===== src/sv/cfed_pkg.sv =====
package cfed_pkg;

    // Request kinds carried in the input tuser
    localparam logic [1:0] REQ_APPEND  = 2'd0;
    localparam logic [1:0] REQ_COMPARE = 2'd1;
    localparam logic [1:0] REQ_FINISH  = 2'd2;

    // Cost values reach at most 256 for the largest supported string length
    localparam int unsigned COST_W = 9;

    localparam logic [6:0] MAX_EDITS_RESET = 7'd3;
    localparam logic [6:0] DIST_FIELD_MAX  = 7'd127;

    // Token handed from cell to cell: one second-string byte on its way along
    // the row, with the left neighbor's old (diag) and updated (left) cost.
    typedef struct packed {
        logic              valid;
        logic [7:0]        ch;
        logic [COST_W-1:0] diag;
        logic [COST_W-1:0] left;
    } t_token;

    // Fold ASCII upper-case letters to lower case, leave every other byte
    function automatic logic [7:0] fold_char(input logic [7:0] b);
        logic [7:0] res;
        res = b;
        if (b >= 8'h41 && b <= 8'h5A) begin
            res = b + 8'h20;
        end
        return res;
    endfunction

endpackage


===== src/sv/cfed_cell.sv =====
module cfed_cell #(
    parameter int unsigned CELL_IDX = 1
) (
    input  logic            i_clk,
    input  logic            i_rst_n,
    input  logic            i_load,
    input  logic            i_clear,
    input  logic [7:0]      i_char,
    input  cfed_pkg::t_token i_tok,
    output cfed_pkg::t_token o_tok
);
    import cfed_pkg::*;

    logic              r_act;
    logic [7:0]        r_pat;
    logic [COST_W-1:0] r_cost;
    t_token            r_tok;
    t_token            n_tok;

    logic [COST_W-1:0] above_inc;
    logic [COST_W-1:0] left_inc;
    logic [COST_W-1:0] sub_cost;
    logic [COST_W-1:0] best;

    // Edit step: min of insertion, deletion and substitution
    always_comb begin
        above_inc = r_cost + COST_W'(1);
        left_inc  = i_tok.left + COST_W'(1);
        sub_cost  = i_tok.diag + COST_W'(r_pat != i_tok.ch);
        best      = left_inc;
        if (above_inc < best) begin
            best = above_inc;
        end
        if (sub_cost < best) begin
            best = sub_cost;
        end
    end

    // Forward the token; an idle cell passes the running cost unchanged
    always_comb begin
        n_tok = i_tok;
        if (r_act) begin
            n_tok.diag = r_cost;
            n_tok.left = best;
        end
    end

    always_ff @(posedge i_clk) begin
        if (!i_rst_n) begin
            r_act       <= 1'b0;
            r_tok.valid <= 1'b0;
        end else begin
            r_tok <= n_tok;
            if (i_clear) begin
                r_act <= 1'b0;
            end else if (i_load) begin
                r_act <= 1'b1;
            end
        end
    end

    // Pattern byte and cost entry: set on load, update as tokens pass an active cell
    always_ff @(posedge i_clk) begin
        if (i_load) begin
            r_pat  <= fold_char(i_char);
            r_cost <= COST_W'(CELL_IDX);
        end else if (i_tok.valid && r_act) begin
            r_cost <= best;
        end
    end

    assign o_tok = r_tok;

endmodule


===== config.mk =====
export PLATFORM = sky130hd
export DESIGN_NAME = cfed_cell
export DESIGN_NICKNAME = d
export VERILOG_FILES = /design/src/sv/cfed_pkg.sv /design/src/sv/cfed_cell.sv
export SDC_FILE = /design/constraint.sdc
export NUM_CORES = 1
export LEC_CHECK = 0
export ABC_CLOCK_PERIOD_IN_PS = 5700
export BUFFER_PORTS_ARGS = -buffer_cell sky130_fd_sc_hd__buf_2
export CORE_MARGIN = 5
export CORE_UTILIZATION = 55
export CTS_CLUSTER_DIAMETER = 150
export CTS_CLUSTER_SIZE = 10
export DETAILED_ROUTE_END_ITERATION = 8
export GPL_TIMING_DRIVEN = 0
export HOLD_SLACK_MARGIN = 0.1
export PLACE_DENSITY = 0.87
export SETUP_SLACK_MARGIN = 0.15
export SLEW_MARGIN = 10
export SYNTH_ARGS = -nofsm -noshare
export SYNTH_HDL_FRONTEND = slang
export SYNTH_SLANG_ARGS = --single-unit
export TNS_END_PERCENT = 5

===== constraint.sdc =====
create_clock -name i_clk -period 5.7 [get_ports i_clk]
set_input_delay 0.855 -clock i_clk [delete_from_list [all_inputs] [get_ports i_clk]]
set_output_delay 0.855 -clock i_clk [all_outputs]
set_load 0.1 [all_outputs]

### Yosys cells after proc, flatten, opt, wreduce, memory -nomap -nowiden

Cells that the tools add are included.

* add/sub/neg operators: 4
* order comparisons: 4
* equality and inequality tests: 1
* mux-type cells: 4
* bitwise logic cells: 1
* reduce and logical (&&, ||, !) cells: 3

Operator list (number)
* 9-bit by 1-bit adder with 9-bit output, second input constant: 2
* 9-bit < comparator: 2
* 18-bit two-way mux: 1
* 9-bit two-way mux: 2
* 9-bit by 1-bit adder with 9-bit output: 1
* 8-bit by 6-bit adder with 8-bit output, second input constant: 1
* 8-bit by 7-bit greater-or-equal comparator with 1-bit output, second input constant: 1
* 8-bit by 7-bit <= comparator with 1-bit output, second input constant: 1
* 8-bit two-way mux: 1
* 8-bit != test: 1
* 1-bit logical AND: 2
* 2-bit OR reduction: 1
* 1-bit NOT: 1

* register bits after elaboration: 45
* output and inout bits: 27
* word-level logic and storage cells: 24

### Longest topological paths before layout

* depth in word-level cells: 6
* depth in mapped cells: 20
* mapped depth without buffers: 18

### Worst setup path after synthesis

Ideal clock, no wire load.

* path type: in2reg
* start: input port i_tok[0] (netlist name)
* end: register r_tok (netlist bit o_tok[3]) (data pin)
* setup time: 0.261 ns
* arrival: 4.613 ns
* data required time: 5.439 ns
* path slack: 0.826 ns
* stages on the path: 19
* path buffers: 1
* path through: ha_1 nand2_1 nor2_4 nand3_1 xor2_1 ha_1 a21oi_1 o31ai_2 buf_4 o21bai_1 nand2_1 ha_1 a21o_1 a21o_1 a21oi_1 o21a_1 nor4bb_1 nor3_2 a221o_1

RTL lines
* from (decl): RTL line cfed_cell.sv:9 `input cfed_pkg::t_token i_tok,`
* to (signal assigned): RTL line cfed_cell.sv:53 `r_tok <= n_tok;`
* to (decl): RTL line cfed_cell.sv:17 `t_token r_tok;`

==> results.cfg <==
[run_status]
status = finished clean

[global_route]
first_global_vias = 2653
grt_start_max_net_pins = 29
global_route_total_usage_across_every_layer_pct = 22.5
antenna_violations_before_repair = 0
gr-total-overflow = 0
grt_first_pass_wirelength_um = 13000

[cells_and_area]
area_growth_syn_to_layout_pct = 16.9
filler_cell_count_in_the_final_layout = 433
number_of_antenna_diodes = 0
layoutNonFillerInstCount = 436
finish.net_count = 422
layout_cell_share_with_drive_strength_beyond_1_pct = 30.5

[clock_tree]
tritoncts_clock_tree = done
clock_path_buffers = 2
post_cts_buffers = 0
h-tree-depth = 2
cts_root_buffer = sky130_fd_sc_hd__clkbuf_8
clock_latency_at_the_later_pin_of_the_worst_skew_pair_ns = 0.31
clkSlewWorstSetupHoldPaths_ns = 0.10
cts.sinks = 45
cts_buffers = 5

[setup_path]
start_kind = primary input
setup.worst_path.class = in -> reg
crit_chain = buf_2, ha_1, nand2_1, nor2_4, nand3_1, xor2_1, ha_1, nand2_1, a211oi_4, buf_2, o21ai_1, nand2_1, ha_1, a21o_1, a21o_1, a21oi_1, o21a_1, nor4bb_1, nor3_2, a221o_1
ff2ff_path_depth = 19
timing.critical_path.required_ns = 5.76
worst_ep_arrival_time_ns = 5.38
worst-path-max-fanout = 10
worst_setup_path_end_kind = flip-flop
critical-path-slowest-cell = sky130_fd_sc_hd__nor4bb_1
critical_path.max_stage_delay_ns = 0.48

[synthesis]
yosys-top-cells-count = sky130_fd_sc_hd__edfxtp_1, sky130_fd_sc_hd__ha_1, sky130_fd_sc_hd__nand2_1, sky130_fd_sc_hd__xor2_1, sky130_fd_sc_hd__nand3_1
synth.largest_area_cell = sky130_fd_sc_hd__edfxtp_1
syn-instance-count = 291
synth_seq_cells = 45
synth-edff-count = 34
yosys_warnings = 0
yosys_most_used_dff = sky130_fd_sc_hd__edfxtp_1
syn_nets = 350
number_of_distinct_library_cells_after_synthesis = 63
yosysSeqAreaShare_pct = 39.8
synth_area_leaders = sky130_fd_sc_hd__edfxtp_1, sky130_fd_sc_hd__ha_1, sky130_fd_sc_hd__dfxtp_1
synth.avg_cell_area_um2 = 10.7
ys_async_sr_fraction_pct = 0
synthesis.area_mm2 = 0.00312
synthMostInstantiatedCell = sky130_fd_sc_hd__edfxtp_1
post-synth-top-area-fraction_pct = 32.7

[placed_design]
instance_count_after_placement_with_tap_cells_included = 428
port-buffer-count = 65
hpwl_detailed_um = 6180
gp_routability_congestion = 0.931

[timing]
remaining_max_slew_budget_at_the_tightest_pin_pct = 56.3
max_freq_mhz = 188
worst_clk_skew_ns = 0.00797
final-hold-violation-count = 0
timing.final.max_slew_violations = 0
worst_pin_slew_ns = 0.656
fin_tns_setup_ns = 0
min_period_over_period_pct = 93.3
timing.final.setup_violations = 0
final.min_clock_period_ns = 5.32
rsz0062_at_grt = no

[power]
power_leakage_nw = 1.50
vdd_drop_max_v = 0.000128
power_per_cell_area_mw_per_mm2 = 238

[routing]
route.detailed.vias_per_inst = 6.28
antenna_violating_nets_post_route = 0
drtPass1Iterations = 5
routed_len_inst_um = 18.5
post-route-drc-count = 0
postRouteWirelength_um = 8090
via_count = 2737
dr.first_iter.drc_count = 304

[floorplanning]
chipWidth_um = 85.3
die_y_um = 85.3
design.portCount = 66
floorplan.die_area_mm2 = 0.00728
floorplan.initialDensity_pct = 56.6
floorplan.rows = 27
core_area_mm2 = 0.00551

[flow_run]
drv.max_cap_violation_count = 0

[min_path]
worstHoldPathType = reg -> reg
holdPathStages = 2
-- area by class of cell --
class	instances	area (um^2)	share of cell area, %
tap	72	90.1	2.47
multi-input combinational	223	1780	48.8
sequential	45	1240	34.1
buffer	13	80.1	2.20
inverter	10	37.5	1.03
timing repair buffer	65	325	8.93
clock inverter	3	21.3	0.584
clock buffer	5	68.8	1.89
-- worst paths after layout --
check	slack (ns)	from	end
worst max-delay path	0.38	i_tok[0]	o_tok[0]$_DFFE_PP_
worst min-delay path	0.57	r_cost[8]$_SDFFE_PP0P_	r_cost[8]$_SDFFE_PP0P_
worst max register to register	0.46	r_cost[0]$_SDFFE_PP1P_	o_tok[0]$_DFFE_PP_
worst min register to register	0.57	r_cost[8]$_SDFFE_PP0P_	r_cost[8]$_SDFFE_PP0P_
-- metal layers --
layer	up-vias	global-route usage [%]	wire length [um]
met5	-	0	0
met4	0	7.63	186
met3	23	4.08	650
met2	137	39.5	4010
met1	1292	27.7	3240
li1	1285	-	-
-- power breakdown --
part / internal [mW] / leakage [nW] / switching, mW
Sequential: 0.376 / 0.424 / 0.00926
Clock: 0.0872 / 0.0445 / 0.123
Combinational: 0.0717 / 1.03 / 0.199
-- critical path: cells and delay by family --
family                     cells  cell delay, ns
AOI/OAI and AO/OA              7            1.72
adders and majority gates      3            0.80
and+or+nand+nor                7            1.36
buffers and inverters          2            0.46
xor gates and xnor gates       1            0.16
-- layout by cell type (no fill, tap or decap), drive strengths merged, types with 3 or more instances in the layout --
cell and n:
o21bai 3, o211ai 3, nand3 17, buf 71, dfxtp 11, nor2 14, o21ai 12, nor3b 4
clkbuf 11, nand2 21, inv 11, a311oi 4, a21oi 8, nand3b 6, a21o 5, xnor2 11
a31oi 4, or3 5, a211oi 4, o31ai 6, a221o 4, and3 5, o311ai 14, mux2 9
ha 20, edfxtp 34, xor2 18
-- sequential cells by signal, indices dropped and copies added (netlist names) --
register / cells
r_pat: 8
o_tok: 27
r_cost: 9
r_act: 1
-- cells by family (layout without fill, tap and decap cells) --
kind of cell	count (synthesis)	after routing	share of synthesized area, %
DFF	45	45	39.8
AOI/OAI and AO/OA	77	77	19.8
buffers and inverters	23	96	3.77
and+or+nand+nor	86	86	16.0
xor gates and xnor gates	29	29	8.63
muxes	10	10	3.57
adders and majority gates	21	21	8.39
-- per-stage QoR --
stage | hold slack (ns) | utilization (%) | area, um^2 | total power [mW] | setup slack (ns)
floorplan | 0.514 | - | 3120 | 0.592 | 0.826
global placement | 0.554 | 64.2 | 3530 | 0.651 | 0.133
detailed placement | 0.551 | 64.2 | 3530 | 0.659 | 0.0410
CTS | 0.566 | 65.8 | 3620 | 0.861 | 0.380
global route | 0.600 | 66.2 | 3640 | 0.898 | 0.168
finish | 0.569 | 66.2 | 3640 | 0.866 | 0.379
-- repair_timing --
action | in CTS | in global routing
gates resized for setup | 0 | 3
setup endpoints to repair | 0 | 7
hold buffers | 0 | 0
No activity file was read; power rests on OpenSTA's default activity.
